**src/rtl/bitic_pkg.sv**
```systemverilog
// package: shared types and constants for the interrupt, timer and i/o register block
`timescale 1ns / 1ps
`default_nettype none
package bitic_pkg;

  typedef enum logic [1:0] {
    REQ_READ  = 2'd0,
    REQ_WRITE = 2'd1,
    REQ_TICK  = 2'd2,
    REQ_LINE  = 2'd3
  } req_type_e;

  localparam logic [1:0] LINE_VIDEO  = 2'd0;
  localparam logic [1:0] LINE_FLOPPY = 2'd1;
  localparam logic [1:0] LINE_SCSI   = 2'd2;

  localparam int unsigned IoDepth = 32;
  localparam int unsigned IoAddrW = 5;

  localparam logic [31:0] REGION_MASK = 32'h07c0_0000;
  localparam logic [31:0] IO_REGION   = 32'h0200_0000;
  localparam logic [31:0] INTC_MASK   = 32'h0700_0000;
  localparam logic [31:0] INTC_REGION = 32'h0100_0000;

  // interrupt control select: address bits 23, 22, 0
  localparam logic [2:0] INTC_ENABLE  = 3'b001;
  localparam logic [2:0] INTC_PENDING = 3'b011;
  localparam logic [2:0] INTC_SET     = 3'b101;

  localparam logic [IoAddrW-1:0] IO_CTRL     = 5'h01;
  localparam logic [IoAddrW-1:0] IO_SYS_ST   = 5'h03;
  localparam logic [IoAddrW-1:0] IO_TIMER_ST = 5'h07;
  localparam logic [IoAddrW-1:0] IO_REV      = 5'h09;
  localparam logic [IoAddrW-1:0] IO_CNT_HI   = 5'h0b;
  localparam logic [IoAddrW-1:0] IO_CNT_LO   = 5'h0d;
  localparam logic [IoAddrW-1:0] IO_ST_CLR   = 5'h17;
  localparam logic [IoAddrW-1:0] IO_TO_CLR   = 5'h19;

  localparam logic [7:0]  REV_VALUE = 8'h04;
  localparam logic [15:0] WRAP_LOW  = 16'h1000;
  localparam logic [15:0] WRAP_HIGH = 16'hf000;

  localparam int unsigned IrqW = 14;

  typedef struct packed {
    req_type_e   req_type;
    logic [31:0] address;
    logic [7:0]  write_data;
    logic [1:0]  line_id;
    logic        line_level;
  } item_t;

  typedef struct packed {
    logic [7:0]      read_data;
    logic [IrqW-1:0] irq_request;
  } result_t;

endpackage
`default_nettype wire

```
**src/rtl/bitic_core.sv**
```systemverilog
// state registers, bus decode and request mask for one transaction
`timescale 1ns / 1ps
`default_nettype none
module bitic_core (
  input  wire logic              clk_i,
  input  wire logic              rst_ni,
  input  wire logic              step_i,
  input  wire bitic_pkg::item_t  item_i,
  output bitic_pkg::result_t     result_o
);

  logic [3:0]  int_enable_q, int_enable_d;
  logic [3:0]  int_pending_q, int_pending_d;
  logic [7:0]  io_q [bitic_pkg::IoDepth];
  logic [7:0]  io_d [bitic_pkg::IoDepth];
  logic [15:0] countdown_q, countdown_d;
  logic [15:0] count_latch_q, count_latch_d;
  logic        latch_valid_q, latch_valid_d;
  logic        video_q, video_d;
  logic        floppy_q, floppy_d;

  logic                          timeout;
  logic                          io_hit;
  logic                          intc_hit;
  logic [2:0]                    intc_sel;
  logic [bitic_pkg::IoAddrW-1:0] reg_idx;
  logic [15:0]                   timer_view;
  logic [15:0]                   count_dec;
  logic [7:0]                    rd;
  logic [3:0]                    active;
  logic [bitic_pkg::IrqW-1:0]    irq;

  assign timeout    = |item_i.address[31:29];
  assign io_hit     = (item_i.address & bitic_pkg::REGION_MASK) == bitic_pkg::IO_REGION;
  assign intc_hit   = (item_i.address & bitic_pkg::INTC_MASK) == bitic_pkg::INTC_REGION;
  assign intc_sel   = {item_i.address[23], item_i.address[22], item_i.address[0]};
  assign reg_idx    = item_i.address[bitic_pkg::IoAddrW-1:0];
  assign timer_view = latch_valid_q ? count_latch_q : countdown_q;
  assign count_dec  = countdown_q - 16'd1;

  always_comb begin
    int_enable_d  = int_enable_q;
    int_pending_d = int_pending_q;
    io_d          = io_q;
    countdown_d   = countdown_q;
    count_latch_d = count_latch_q;
    latch_valid_d = latch_valid_q;
    video_d       = video_q;
    floppy_d      = floppy_q;
    rd            = 8'h00;
    unique case (item_i.req_type)
      bitic_pkg::REQ_READ: begin
        if (timeout) begin
          io_d[bitic_pkg::IO_SYS_ST][5] = 1'b1;
        end else if (io_hit) begin
          unique case (reg_idx)
            bitic_pkg::IO_REV: begin
              count_latch_d = countdown_q;
              latch_valid_d = 1'b1;
              rd            = bitic_pkg::REV_VALUE;
            end
            bitic_pkg::IO_CNT_HI: rd = timer_view[15:8];
            bitic_pkg::IO_CNT_LO: begin
              latch_valid_d = 1'b0;
              rd            = timer_view[7:0];
            end
            default: rd = io_q[reg_idx];
          endcase
        end else if (intc_hit) begin
          unique case (intc_sel)
            bitic_pkg::INTC_ENABLE:  rd = {4'h0, int_enable_q};
            bitic_pkg::INTC_PENDING: rd = {4'h0, int_pending_q};
            default:                 rd = 8'h00;
          endcase
        end
      end
      bitic_pkg::REQ_WRITE: begin
        if (timeout) begin
          io_d[bitic_pkg::IO_SYS_ST][5] = 1'b1;
        end else if (io_hit) begin
          if (reg_idx != bitic_pkg::IO_SYS_ST) begin
            io_d[reg_idx] = item_i.write_data;
          end
          unique case (reg_idx)
            bitic_pkg::IO_REV:    io_d[bitic_pkg::IO_TIMER_ST][5] = 1'b0;
            bitic_pkg::IO_CNT_HI: countdown_d[15:8] = item_i.write_data;
            bitic_pkg::IO_CNT_LO: countdown_d[7:0] = item_i.write_data;
            bitic_pkg::IO_ST_CLR: io_d[bitic_pkg::IO_SYS_ST][3:2] = 2'b00;
            bitic_pkg::IO_TO_CLR: io_d[bitic_pkg::IO_SYS_ST][5] = 1'b0;
            default: ;
          endcase
        end else if (intc_hit) begin
          unique case (intc_sel)
            bitic_pkg::INTC_ENABLE:  int_enable_d = item_i.write_data[3:0];
            bitic_pkg::INTC_PENDING: int_pending_d = item_i.write_data[3:0];
            bitic_pkg::INTC_SET:     int_pending_d = int_pending_q | item_i.write_data[3:0];
            default: ;
          endcase
        end
      end
      bitic_pkg::REQ_TICK: begin
        countdown_d = count_dec;
        if ((count_dec > bitic_pkg::WRAP_HIGH && countdown_q < bitic_pkg::WRAP_LOW) ||
            (count_dec < bitic_pkg::WRAP_LOW && countdown_q > bitic_pkg::WRAP_HIGH)) begin
          io_d[bitic_pkg::IO_TIMER_ST][5] = 1'b1;
        end
      end
      bitic_pkg::REQ_LINE: begin
        unique case (item_i.line_id)
          bitic_pkg::LINE_VIDEO:  video_d = item_i.line_level;
          bitic_pkg::LINE_FLOPPY: floppy_d = item_i.line_level;
          bitic_pkg::LINE_SCSI:   int_pending_d[1] = item_i.line_level;
          default: ;
        endcase
      end
      default: ;
    endcase
  end

  // request mask from the state as left by this transaction
  always_comb begin
    active = int_enable_d & int_pending_d;
    irq    = '0;
    irq[0] = active[0]
           | (io_d[bitic_pkg::IO_TIMER_ST][4] & io_d[bitic_pkg::IO_TIMER_ST][5])
           | (io_d[bitic_pkg::IO_SYS_ST][3] & io_d[bitic_pkg::IO_CTRL][5]);
    irq[7]  = active[1];
    irq[3]  = active[2];
    irq[13] = active[3];
    irq[4]  = video_d;
    irq[12] = floppy_d & io_d[bitic_pkg::IO_CTRL][0];
    if (!int_enable_d[0]) begin
      irq = '0;
    end
  end

  assign result_o.read_data   = rd;
  assign result_o.irq_request = irq;

  always_ff @(posedge clk_i or negedge rst_ni) begin
    if (!rst_ni) begin
      int_enable_q  <= '0;
      int_pending_q <= '0;
      countdown_q   <= '0;
      count_latch_q <= '0;
      latch_valid_q <= 1'b0;
      video_q       <= 1'b0;
      floppy_q      <= 1'b0;
      for (int i = 0; i < bitic_pkg::IoDepth; i++) begin
        io_q[i] <= 8'h00;
      end
    end else if (step_i) begin
      int_enable_q  <= int_enable_d;
      int_pending_q <= int_pending_d;
      countdown_q   <= countdown_d;
      count_latch_q <= count_latch_d;
      latch_valid_q <= latch_valid_d;
      video_q       <= video_d;
      floppy_q      <= floppy_d;
      io_q          <= io_d;
    end
  end

endmodule
`default_nettype wire

```
**src/rtl/board_interrupt_timer_io_controller_top.sv**
```systemverilog
// top level: input register, register block core and result register
//
//   channel | direction | handshake                | payload
//   in      | sink      | in_valid_i / in_ready_o  | req_type, address, write_data,
//           |           |                          | line_id, line_level
//   out     | source    | out_valid_o / out_ready_i| read_data, irq_request
//
// one transaction per clock sustained while the result register is not stalled
// state is updated as a transaction moves from the input register to the result register
// reset clears all register block state, including the 32 i/o bytes, at once
// a stalled result holds in the result register while one more transaction waits behind it
`timescale 1ns / 1ps
`default_nettype none
module board_interrupt_timer_io_controller_top (
  input  wire logic        clk_i,
  input  wire logic        rst_ni,
  input  wire logic        in_valid_i,
  output logic             in_ready_o,
  input  wire logic [1:0]  req_type_i,
  input  wire logic [31:0] address_i,
  input  wire logic [7:0]  write_data_i,
  input  wire logic [1:0]  line_id_i,
  input  wire logic        line_level_i,
  output logic             out_valid_o,
  input  wire logic        out_ready_i,
  output logic [7:0]       read_data_o,
  output logic [13:0]      irq_request_o
);

  logic                s1_valid_q, s1_valid_d;
  bitic_pkg::item_t    item_q;
  logic                out_valid_q, out_valid_d;
  bitic_pkg::result_t  res_q;
  bitic_pkg::result_t  res_d;
  logic                advance;
  logic                in_fire;

  assign advance    = s1_valid_q && (!out_valid_q || out_ready_i);
  assign in_ready_o = !s1_valid_q || advance;
  assign in_fire    = in_valid_i && in_ready_o;

  always_comb begin
    s1_valid_d = s1_valid_q;
    if (in_fire) begin
      s1_valid_d = 1'b1;
    end else if (advance) begin
      s1_valid_d = 1'b0;
    end
    out_valid_d = out_valid_q;
    if (advance) begin
      out_valid_d = 1'b1;
    end else if (out_ready_i) begin
      out_valid_d = 1'b0;
    end
  end

  always_ff @(posedge clk_i or negedge rst_ni) begin
    if (!rst_ni) begin
      s1_valid_q  <= 1'b0;
      out_valid_q <= 1'b0;
    end else begin
      s1_valid_q  <= s1_valid_d;
      out_valid_q <= out_valid_d;
    end
  end

  always_ff @(posedge clk_i) begin
    if (in_fire) begin
      item_q.req_type   <= bitic_pkg::req_type_e'(req_type_i);
      item_q.address    <= address_i;
      item_q.write_data <= write_data_i;
      item_q.line_id    <= line_id_i;
      item_q.line_level <= line_level_i;
    end
    if (advance) begin
      res_q <= res_d;
    end
  end

  bitic_core u_core (
    .clk_i    (clk_i),
    .rst_ni   (rst_ni),
    .step_i   (advance),
    .item_i   (item_q),
    .result_o (res_d)
  );

  assign out_valid_o   = out_valid_q;
  assign read_data_o   = res_q.read_data;
  assign irq_request_o = res_q.irq_request;

  a_empty_ready: assert property (@(posedge clk_i) disable iff (!rst_ni)
    !s1_valid_q |-> in_ready_o)
    else $error("input register empty but not ready");

  a_advance_out: assert property (@(posedge clk_i) disable iff (!rst_ni)
    advance |=> out_valid_o)
    else $error("transaction moved on but no result shown");

  a_irq_unused: assert property (@(posedge clk_i) disable iff (!rst_ni)
    out_valid_o |-> ((irq_request_o & 14'h0f66) == 14'h0000))
    else $error("unused request bits set");

  a_nonread_zero: assert property (@(posedge clk_i) disable iff (!rst_ni)
    (advance && item_q.req_type != bitic_pkg::REQ_READ) |=> (read_data_o == 8'h00))
    else $error("read data not zero for a non-read transaction");

endmodule
`default_nettype wire
```
**config.mk**
```make
export PLATFORM = sky130hd
export DESIGN_NAME = board_interrupt_timer_io_controller_top
export DESIGN_NICKNAME = d
export VERILOG_FILES = /design/src/rtl/bitic_pkg.sv /design/src/rtl/bitic_core.sv /design/src/rtl/board_interrupt_timer_io_controller_top.sv
export SDC_FILE = /design/constraint.sdc
export NUM_CORES = 1
export LEC_CHECK = 0
export BUFFER_PORTS_ARGS = -buffer_cell sky130_fd_sc_hd__buf_4
export CORE_ASPECT_RATIO = 0.9
export CORE_MARGIN = 5
export CORE_UTILIZATION = 56
export DETAILED_ROUTE_END_ITERATION = 10
export PLACE_DENSITY = 0.79
export REMOVE_ABC_BUFFERS = 1
export SETUP_SLACK_MARGIN = 0.02
export SLEW_MARGIN = 20
export SYNTH_ARGS = -nofsm -noshare
export SYNTH_HDL_FRONTEND = slang
export SYNTH_SLANG_ARGS = --single-unit
```
**constraint.sdc**
```tcl
create_clock -name clk_i -period 2.9 [get_ports clk_i]
set_clock_uncertainty 0.2 [all_clocks]
set_input_delay 0.58 -clock clk_i [delete_from_list [all_inputs] [get_ports clk_i]]
set_output_delay 0.58 -clock clk_i [all_outputs]
set_load 0.01 [all_outputs]
```
# After elaboration in Yosys (flattened, before gate mapping)
# Index checks and enable logic that the tools add are counted.
[classes]
addsub = 1
n_mul = 0
n_div = 0
order_cmp = 6
eq_ne = 23
n_shift = 0
n_mux = 53
bitwise = 10
reduce_logical = 27
[op_table]
columns = ["cell", "n"]
rows = [
  ["$mux 246", 2],
  ["$bwmux 256", 1],
  ["$mux 228", 1],
  ["$mux 197", 1],
  ["$mux 16", 5],
  ["$mux 8", 6],
  ["$bmux 8 s5", 1],
  ["$demux 8 s5", 1],
  ["$mux 4", 9],
  ["$reduce_and 5->1", 7],
  ["$gt 16x16->1 const B", 2],
  ["$lt 16x13->1 const B", 2],
  ["$pmux 16 s2", 1],
  ["$mux 30", 1],
  ["$pmux 8 s3", 1],
  ["$eq 5x4->1 const B", 4],
  ["$pmux 4 s2", 2],
  ["$sub 16x1->16 const B", 1],
  ["$mux 1", 15],
  ["$reduce_bool 2->1", 6],
  ["$eq 5x5->1 const B", 2],
  ["$pmux 1 s2", 4],
  ["$eq 2x2->1 const B", 3],
  ["$eq 3x1->1 const B", 2],
  ["other kinds (23)", 40],
]
[word_totals]
ff_bits = 368
latchBits = 0
mem_bits_rw = 0
rom_bits = 0
inputBits = 49
output_inout_bits = 24
word_cells = 175
n_memories = 0

# Longest topological paths before layout
# Gate-level depths: netlist of the first run.
[logic_depth]
ltp_word = 14
ltp_mapped = 9
depth_no_buf = 7

# Cells and area by module
# From an unflattened synthesis of the first run, not the netlist that was laid out.
[hier_totals]
cells_unflattened = 1157
area_unflattened_um2 = 17127.7
[by_module_without_submodules]
columns = ["module", "instances", "cells_per_inst", "area_per_inst_um2", "seq_area_each_um2"]
rows = [
  ["bitic_core", 1, 1082, 15011.9, 7482.2],
  ["board_interrupt_timer_io_controller_top", 1, 75, 2115.8, 2062.0],
]

# Worst setup path before layout of the first run
# Ideal clock, no wire load.
[synth_path]
path_kind = "reg2reg"
start = "register item_q[44] (netlist bit)"
end = "register u_core.io_q[128] (netlist bit)"
setup_ps = 125
arrival_time_ps = 2465
required_ps = 2575
setup_slack_ps = 109
stages_incl_launch_ff = 10
path_buffers = 3
period_less_slack_ps = 2791
cell_sequence = "edfxtp_1 inv_1 ha_1 clkbuf_1 nand3_1 or4_1 buf_6 nor2b_4 buf_12 mux2_4"
[synth_via]
elab_chain_cells = 2
[synth_lines]
columns = ["element", "line_no", "source"]
rows = [
  ["from (decl)", "board_interrupt_timer_io_controller_top.sv:31", "bitic_pkg::item_t item_q;"],
  ["$eq 2x1->1", "bitic_core.sv:51", "unique case (item_i.req_type)"],
  ["$reduce_and 5->1 (no line)", "--", ""],
  ["to (signal assigned)", "bitic_core.sv:160", "io_q <= io_d;"],
  ["to (decl)", "bitic_core.sv:14", "logic [7:0] io_q [bitic_pkg::IoDepth];"],
]
# No other way between the ends.
# A chain may end at the register's enable or synchronous reset.

# Worst setup path in the final report of the first run
[layout_path]
start = "register item_q[11] (netlist bit)"
end = "register res_q (netlist bit read_data_o[4]), data pin"
[layout_via]
elab_chain_cells = 6
word_cells_on_any_way = 9
cone_classes = "eq/ne (3); mux (5); bitwise (1)"
[layout_lines]
columns = ["element", "line_no", "source"]
rows = [
  ["$not 5->6 (implied by the code)", "bitic_core.sv:67", "default: rd = io_q[reg_idx];"],
  ["$bmux 8 s5", "bitic_core.sv:67", ""],
  ["$mux 8 (implied by the code) (2 in series)", "bitic_core.sv:67", ""],
  ["$pmux 8 s3 *", "bitic_core.sv:56", "unique case (reg_idx)"],
  ["$mux 8 *", "bitic_core.sv:55", "end else if (io_hit) begin"],
  ["to (signal assigned)", "board_interrupt_timer_io_controller_top.sv:76", "res_q <= res_d;"],
  ["to (decl)", "board_interrupt_timer_io_controller_top.sv:33", "bitic_pkg::result_t res_q;"],
]
# Mark *: on every way between the ends. The rest lies on a longest branch, timed or not. The select of a mux whose other input is x is not followed.

==> results_dict.tcl, run 1 <==
set metrics [dict create \
    ys.flop_type "dfrtp_1" \
    finalSetupViolations 0 \
    fmaxAchievable_mhz 349.3 \
    max-cap-violations 0 \
    synth_seq_cells 339 \
    via_per_inst 6.379 \
    antenna_found_initial 1 \
    wl_mm 40.12 \
    initial_utilization 0.5635 \
    grt_max_degree 61 \
    area_delta_synth_final_pct 14.10 \
    period_needed_ns 2.863 \
    hold_slack_ns 0.04496 \
    path_max_fanout 12 \
    worst_pin_slew_ns 1.152 \
    met2_length_mm 19.01 \
    start_kind "flop" \
    ir_drop_mv 0.5020 \
    antenna_cells 0 \
    rrSetupSlack_ns 0.04 \
    drive_gt1_frac 0.4227 \
    setup_slack_ns 0.03748 \
    drv_slew 0 \
    hold_path.class "primary input to flop" \
    clk_latency_ns 0.51 \
    cpPeakStageDelay_ns 0.54 \
    status "finished, final reports clean" \
    synth.cell_area_um2 16180 \
    rr_worst_depth 7 \
    ys_seq_area_frac 0.5366 \
    final_cell_mix "dfrtp_1 (299), mux2_2 (258), buf_4 (109)" \
    p_leak_nw 8.561 \
    fp.dieH_um 171.3 \
    portBuffers 45 \
    synth_edf_count 40 \
    final_common_cell "dfrtp_1" \
    fin_setup_tns_ns 0 \
    place_congestion 0.8897 \
    post-synth-top-area-fraction 0.4624 \
    drt_iter0_markers 1140 \
    critPathLaunch "item_q[11]" \
    min_period_over_period 0.9871 \
    required_ns 2.94 \
    ant_nets 0 \
    ys_async_sr_fraction 0.8820 \
    rsz0062_at_grt "false" \
    cts.reportedPaths.clkPinSlew_ns 0.06 \
    grt-ovfl-total 0 \
    die-area_um2 32400 \
    ys_warn_count 0 \
    crit_slowest_cell "mux4_2" \
    cp-end-kind "flop" \
    cts_tree "done" \
    avgSynthCellArea_um2 14.14 \
    clock_path_buffers 3 \
    dieWidth_um 189.2 \
    cts_buffers 35 \
    via_count 10300 \
    wl_per_cell_um 24.84 \
    htreeDepth 2 \
    firstDrtPassIters 6 \
    top_layer "met4" \
    synthTopCellsByArea "dfrtp_1 (46%), mux2_2 (18%), mux4_2 (8.2%), edfxtp_1 (7.4%), mux2i_1 (2.5%)" \
    rows 59 \
    drc 0 \
    core_um2 28720 \
    synth_cell_types 76 \
    slew_headroom 0.2320 \
    wl_met3_mm 2.514 \
    grt_pass1_vias 10580 \
    nNetsFinal 1280 \
    stdcell_area_um2 18460 \
    cp-endpoint "read_data_o[4]" \
    finalHoldViolations 0 \
    r2r_end "read_data_o[4]" \
    wl_met1_mm 17.37 \
    place_hpwl_mm 26.71 \
    yosys.area.top_type "dfrtp_1" \
    crit_path_frequent_cell "mux4_2" \
    clock-root-buffer "clkbuf_16" \
    crit_type "flop to flop" \
    crit_arrival_ns 2.91 \
    power_density_nw_per_um2 557.7 \
    placed_area_um2 17320 \
    syn-instance-count 1144 \
    rr_startpoint "item_q[11]" \
    worstPathCellList "buf_4 -> clkbuf_16 -> mux4_2 -> mux4_2 -> nor2_1 -> a31oi_1 -> a32o_1" \
    fin_util 0.6430 \
    post-place-ws_ns 0.1334 \
    io-pin-count 73 \
    track_usage 0.2495 \
    grt_pass1_wl_mm 62.98 \
    cts_sinks 339 \
]
[cell families after synthesis]
| group | synth area share |
|---|---|
| mux | 0.2972 |
| flops | 0.5366 |
| simple gates | 0.07887 |
| compound gates | 0.05374 |
| buf+inv | 0.02892 |
| fa+ha+maj | 0.003866 |
| other cells | 0.0002317 |
| xor+xnor | 0.0005413 |
[cells in the mapped netlist (all sizes together) (2+ instances only)]
cell / instances
ha: 5
mux4: 59
o21a: 5
or3: 9
o22a: 15
nor2: 35
clkbuf: 46
a32oi: 3
inv: 11
and3: 3
mux2i: 41
and3b: 5
buf: 42
nor2b: 15
nor4b: 2
o21ai: 20
nor4: 7
o22ai: 12
nand3b: 4
nor3b: 5
a2111oi: 2
a41oi: 3
a21oi: 20
nand2: 58
nand2b: 7
nor3: 17
a211oi: 5
a22oi: 4
o221ai: 3
o41ai: 2
and2: 7
nand3: 17
a31oi: 11
o31ai: 3
dfrtp: 299
nand4: 4
mux2: 270
edfxtp: 40
a22o: 5
or4: 4
[registers in the layout, summed over array words and instances (netlist names)]
register	flops
u_core.video_q	1
u_core.count_latch_q	16
u_core.io_q	254
s1_valid_q	1
read_data_o	8
u_core.int_pending_q	4
item_q	26
u_core.latch_valid_q	1
u_core.countdown_q	16
u_core.int_enable_q	4
u_core.floppy_q	1
irq_request_o	6
out_valid_o	1
[final cells by class]
cell class              count  area (um2)
fillers                  2071       10250
flip-flops and latches    339        8683
multi-input cells         712        7061
repair buffers            126        1126
clock buffers              53        1027
well taps                 366       457.9
clock inverters             7       63.81
inverters                  12       45.04
[layer usage]
metal	GRT usage	vias up
li1	-	4422
met3	0.04566	80
met4	0.08489	0
met1	0.3601	5418
met2	0.3883	382
met5	0	-
[through the flow]
stage / instances / total power [W]
CTS: 1613 / 0.01035
global route: 1615 / 0.01068
finish: 1615 / 0.01030
global placement: 1551 / 0.006004
detailed placement: 1552 / 0.006036
floorplan: 1063 / 0.005596
[worst max-delay path: cells and delay by family, from the launching register on]
family | cells | cell delay, ns
AO/OA/AOI/OAI | 2 | 0.40
flip-flops | 1 | 0.39
AND/OR/NAND/NOR | 1 | 0.15
multiplexers | 2 | 1.07
buffers and inverters | 2 | 0.37
[what timing repair did]
item,CTS,global route
hold endpoints to repair,53,0
setup endpoints to repair,0,2
gates resized for setup,0,3
hold buffers,1,0
setup buffers,0,1
[worst min-delay path by stage]
stage          cells past startpoint          endpoint  slack (ns)        startpoint
2_1_floorplan                      0       out_valid_o        0.08            rst_ni
3_3_place_gp                       0  u_core.io_q[228]        0.16  u_core.io_q[228]
3_5_place_dp                       0  u_core.io_q[224]        0.16  u_core.io_q[224]
4_1_cts                            1        item_q[15]        0.03      address_i[4]
5_1_grt                            1         item_q[5]        0.03   write_data_i[2]
6_report                           1        item_q[34]        0.04     address_i[23]
[where the power goes]
part / total, W / internal [W] / switching (W)
Combinational: 0.000846 / 0.000328 / 0.000518
Clock: 0.00432 / 0.00253 / 0.00179
Sequential: 0.00513 / 0.00494 / 0.000184
No activity file was read; power rests on OpenSTA's default activity.
==> run 2, diff against run 1 <==
Settings changed: ABC_CLOCK_PERIOD_IN_PS from default to 2900, MAX_ROUTING_LAYER from default to met4.
==> results_dict.tcl, run 2 (synthesized netlist as in run 1, its figures left out) <==
set metrics [dict create \
    status "finished, final reports clean" \
    reg.largest.list "u_core.io_q x254, item_q x26" \
    grt-ovfl-total 0 \
    grt_pass1_vias 10580 \
    rows 59 \
    hold_start "write_data_i[6]" \
    r2r_end "read_data_o[7]" \
    hold_path.class "primary input to flop" \
    antenna_found_initial 1 \
    clock-root-buffer "clkbuf_16" \
    grt_max_degree 61 \
    crit_arrival_ns 2.88 \
    rr_startpoint "item_q[11]" \
    wl_mm 40.03 \
    cts_buffers 35 \
    fp.dieH_um 171.3 \
    final_common_cell "dfrtp_1" \
    drt_iter0_markers 1075 \
    portBuffers 45 \
    worst_pin_slew_ns 1.151 \
    finalHoldViolations 0 \
    period_needed_ns 2.857 \
    initial_utilization 0.5635 \
    track_usage 0.2572 \
    path_max_fanout 12 \
    p_leak_nw 8.561 \
    firstDrtPassIters 5 \
    start_kind "flop" \
    required_ns 2.92 \
    placed_area_um2 17320 \
    rrSetupSlack_ns 0.04 \
    htreeDepth 2 \
    fmaxAchievable_mhz 350.1 \
    largest-register "u_core.io_q" \
    stdcell_count 1616 \
    ant_nets 0 \
    largest_register_ffs 254 \
    via_per_inst 6.395 \
    min_to "item_q[9]" \
    area_delta_synth_final_pct 14.12 \
    stdcell_area_um2 18470 \
    core_um2 28720 \
    fin_setup_tns_ns 0 \
    drv_slew 0 \
    rr_worst_depth 7 \
    final_cell_mix "dfrtp_1 (299), mux2_2 (258), buf_4 (109)" \
    rsz0062_at_grt "false" \
    max-cap-violations 0 \
    worstHoldPathCells 1 \
    grt_pass1_wl_mm 63.04 \
    cp-end-kind "flop" \
    wl_per_cell_um 24.77 \
    nNetsFinal 1280 \
    finalSetupViolations 0 \
    clock_path_buffers 3 \
    io-pin-count 73 \
    drive_gt1_frac 0.4227 \
    hold_slack_ns 0.04744 \
    power_density_nw_per_um2 557.4 \
    clk_latency_ns 0.51 \
    via_count 10330 \
    seq_area_um2 8683 \
    drc 0 \
    multiInputGateArea_um2 7061 \
    place_hpwl_mm 26.71 \
    ir_drop_mv 0.5011 \
    place_congestion 0.9047 \
    cts_tree "done" \
    fill_cells 2071 \
    cts.reportedPaths.clkPinSlew_ns 0.06 \
    min_period_over_period 0.9851 \
    place_inst 1552 \
    cts_sinks 339 \
    crit_type "flop to flop" \
    dieWidth_um 189.2 \
    slew_headroom 0.2329 \
    die-area_um2 32400 \
]
-- run 2: cell count changes in the layout (fill, tap and decap cells not counted), sizes merged --
cell | before | now
diode | 0 | 1
-- run 2: cell type report --
type | instances | share of cell area
flip-flops and latches | 339 | 0.4702
multi-input cells | 712 | 0.3823
repair buffers | 126 | 0.06098
clock buffers | 53 | 0.05563
well taps | 366 | 0.02480
clock inverters | 7 | 0.003456
inverters | 12 | 0.002439
diodes | 1 | 0.0001355
-- run 2: per-layer routing --
| metal | GRT usage | routed length, um |
|---|---|---|
| met5 | - | 0 |
| met4 | 0.08489 | 1315 |
| met3 | 0.04566 | 2570 |
| met2 | 0.3892 | 18940 |
| met1 | 0.3593 | 17210 |
-- run 2: power by group --
group | switching, W | leakage (nW) | total (W) | internal (W)
Clock | 0.00179 | 0.526 | 0.00432 | 0.00253
Combinational | 0.000516 | 3.53 | 0.000844 | 0.000328
Sequential | 0.000185 | 4.51 | 0.00513 | 0.00494
Total | 0.00249 | 8.56 | 0.0103 | 0.00780
-- run 2: through the flow --
stage               power [W]  setup slack (ns)  utilization
floorplan            0.005596            -2.314            -
global placement     0.006004            0.1325       0.6026
detailed placement   0.006036            0.1334       0.6031
CTS                   0.01035           0.08555       0.6415
global route          0.01068           0.01353       0.6431
finish                0.01029           0.04334       0.6431
-- run 2: critical path: stages, from the launching register on --
cell and delay [ns]:
edfxtp_1 0.39, buf_4 0.17, clkbuf_16 0.20, mux4_2 0.51, mux2i_1 0.30, a211oi_1 0.16
a2111oi_0 0.48, nor2_1 0.17
-- run 2: timing repair --
item | in CTS | in global routing
hold buffers | 1 | 0
endpoints found under the hold margin | 53 | 0
setup endpoints to repair | 0 | 2
setup buffers | 0 | 1
gates resized for setup | 0 | 3
-- run 2: worst max-delay path by stage --
stage | from | to | cells past startpoint
after floorplan | item_q[11] | u_core.io_q[208] | 4
after global placement | item_q[11] | read_data_o[0] | 7
after detailed placement | item_q[11] | read_data_o[0] | 7
after CTS | item_q[11] | read_data_o[4] | 7
after global routing | item_q[11] | read_data_o[7] | 7
final | item_q[11] | read_data_o[7] | 7
==> run 3, diff against run 2 <==
--- a/config.mk
+++ b/config.mk
@@ -10,8 +10,9 @@
 export CORE_ASPECT_RATIO = 0.9
 export CORE_MARGIN = 5
-export CORE_UTILIZATION = 56
+export CORE_UTILIZATION = 58
+export CTS_BUF_LIST = sky130_fd_sc_hd__clkbuf_4 sky130_fd_sc_hd__clkbuf_8
 export DETAILED_ROUTE_END_ITERATION = 10
 export MAX_ROUTING_LAYER = met4
-export PLACE_DENSITY = 0.79
+export PLACE_DENSITY = 0.82
 export REMOVE_ABC_BUFFERS = 1
 export SETUP_SLACK_MARGIN = 0.02
==> constraint.sdc (replaced) <==
create_clock -name clk_i -period 2.9 [get_ports clk_i]
set_clock_uncertainty 0.2 [all_clocks]
set_input_delay 0.435 -clock clk_i [delete_from_list [all_inputs] [get_ports clk_i]]
set_output_delay 0.435 -clock clk_i [all_outputs]
set_load 0.01 [all_outputs]
==> results_dict.tcl, run 3 (synthesized netlist as in run 1, its figures left out) <==
set metrics [dict create \
    die-area_um2 31340 \
    path_max_fanout 6 \
    finalSetupViolations 0 \
    place_hpwl_mm 27.13 \
    hold_path.class "flop to flop" \
    place_congestion 0.9268 \
    period_needed_ns 2.860 \
    power_density_nw_per_um2 535.3 \
    antenna_cells 0 \
    fill_cells 1846 \
    rows 58 \
    hold_start "u_core.io_q[228]" \
    grt_pass1_vias 11070 \
    rrSetupSlack_ns 0.04 \
    fin_setup_tns_ns 0 \
    antenna_found_initial 0 \
    clock_path_buffers 3 \
    cts.reportedPaths.clkPinSlew_ns 0.07 \
    slew_headroom 0.3249 \
    min_period_over_period 0.9860 \
    start_kind "flop" \
    max-cap-violations 0 \
    r2r_end "u_core.io_q[135]" \
    cp-endpoint "u_core.io_q[135]" \
    cts_tree "done" \
    reg.largest.list "u_core.io_q x254, item_q x26" \
    initial_utilization 0.5837 \
    firstDrtPassIters 5 \
    largest-register "u_core.io_q" \
    fmaxAchievable_mhz 349.7 \
    drt_iter0_markers 1079 \
    portBuffers 45 \
    wl_mm 41.07 \
    area_delta_synth_final_pct 16.25 \
    dieWidth_um 186.1 \
    grt_pass1_wl_mm 65.32 \
    drc 0 \
    wl_per_cell_um 24.38 \
    required_ns 3.15 \
    ir_drop_mv 0.3966 \
    grt_max_degree 73 \
    cts_buffers 53 \
    htreeDepth 2 \
    via_per_inst 6.354 \
    rr_worst_depth 7 \
    cts_sinks 339 \
    crit_arrival_ns 3.11 \
    clk_latency_ns 0.60 \
    final_cell_mix "dfrtp_1 (299), mux2_2 (258), buf_4 (125)" \
    status "finished, final reports clean" \
    largest_register_ffs 254 \
    rr_startpoint "item_q[34]" \
    cp-end-kind "flop" \
    finalHoldViolations 0 \
    clock-root-buffer "clkbuf_8" \
    ant_nets 0 \
    grt-ovfl-total 0 \
    final_common_cell "dfrtp_1" \
    track_usage 0.2758 \
    p_leak_nw 8.791 \
    io-pin-count 73 \
    crit_type "flop to flop" \
    worst_pin_slew_ns 1.013 \
    fp.dieH_um 168.5 \
    drive_gt1_frac 0.4415 \
    via_count 10710 \
    hold_slack_ns 0.1775 \
    critPathLaunch "item_q[34]" \
    core_um2 27720 \
    drv_slew 0 \
    nNetsFinal 1342 \
]
run 3: timing repair:
item                       in CTS  in global routing
hold endpoints to repair       93                  0
hold buffers                   30                  0
setup endpoints to repair       0                 74
gates resized for setup         0                  3
buffers inserted                0                 10
run 3: metrics by stage:
| stage | cells | power [W] | util | cell area (um2) | worst slack (ns) |
|---|---|---|---|---|---|
| 2_1_floorplan | 1063 | 0.005596 | - | 15790 | -2.314 |
| 3_3_place_gp | 1553 | 0.006017 | 0.6266 | 17370 | 0.1465 |
| 3_5_place_dp | 1553 | 0.006047 | 0.6266 | 17370 | 0.09626 |
| 4_1_cts | 1675 | 0.01009 | 0.6754 | 18720 | 0.07283 |
| 5_1_grt | 1685 | 0.01045 | 0.6786 | 18810 | -0.009822 |
| 6_report | 1685 | 0.01007 | 0.6786 | 18810 | 0.04050 |
run 3: worst max-delay path: stages (launching register included):
cell	delay [ns]
edfxtp_1	0.48
nor4_4	0.39
nand2_4	0.12
or4_1	0.60
buf_4	0.22
nor2b_4	0.23
buf_12	0.17
mux2_4	0.30
run 3: power breakdown:
group	total (W)	internal [W]	switching, W	leakage (nW)
clock network	0.00404	0.00222	0.00183	0.564
logic	0.000888	0.000363	0.000525	3.72
registers	0.00514	0.00495	0.000196	4.51
run 3: worst min path at each step:
stage | cells past startpoint | endpoint
2_1_floorplan | 0 | out_valid_o
3_3_place_gp | 0 | u_core.io_q[224]
3_5_place_dp | 0 | u_core.io_q[228]
4_1_cts | 0 | u_core.io_q[228]
5_1_grt | 0 | u_core.io_q[228]
6_report | 0 | u_core.io_q[228]
run 3: area by class of cell:
| class | count | area (um2) | share of cell area |
|---|---|---|---|
| Timing Repair Buffer | 170 | 1516 | 0.08061 |
| Clock inverter | 6 | 27.53 | 0.001463 |
| Clock buffer | 86 | 1027 | 0.05461 |
| Multi-Input combinational cell | 712 | 7062 | 0.3754 |
| Tap cell | 360 | 450.4 | 0.02394 |
| Inverter | 12 | 45.04 | 0.002394 |
| Sequential cell | 339 | 8683 | 0.4616 |
run 3: layer usage:
metal  track usage  share of wire  vias up  wire, um
met2        0.4204           0.48      525     19530
met4       0.07539          0.025        0      1040
met3       0.05329          0.076       99      3138
met5             -              0        -         0
met1        0.3862           0.42     5520     17370
li1              -              -     4562         -
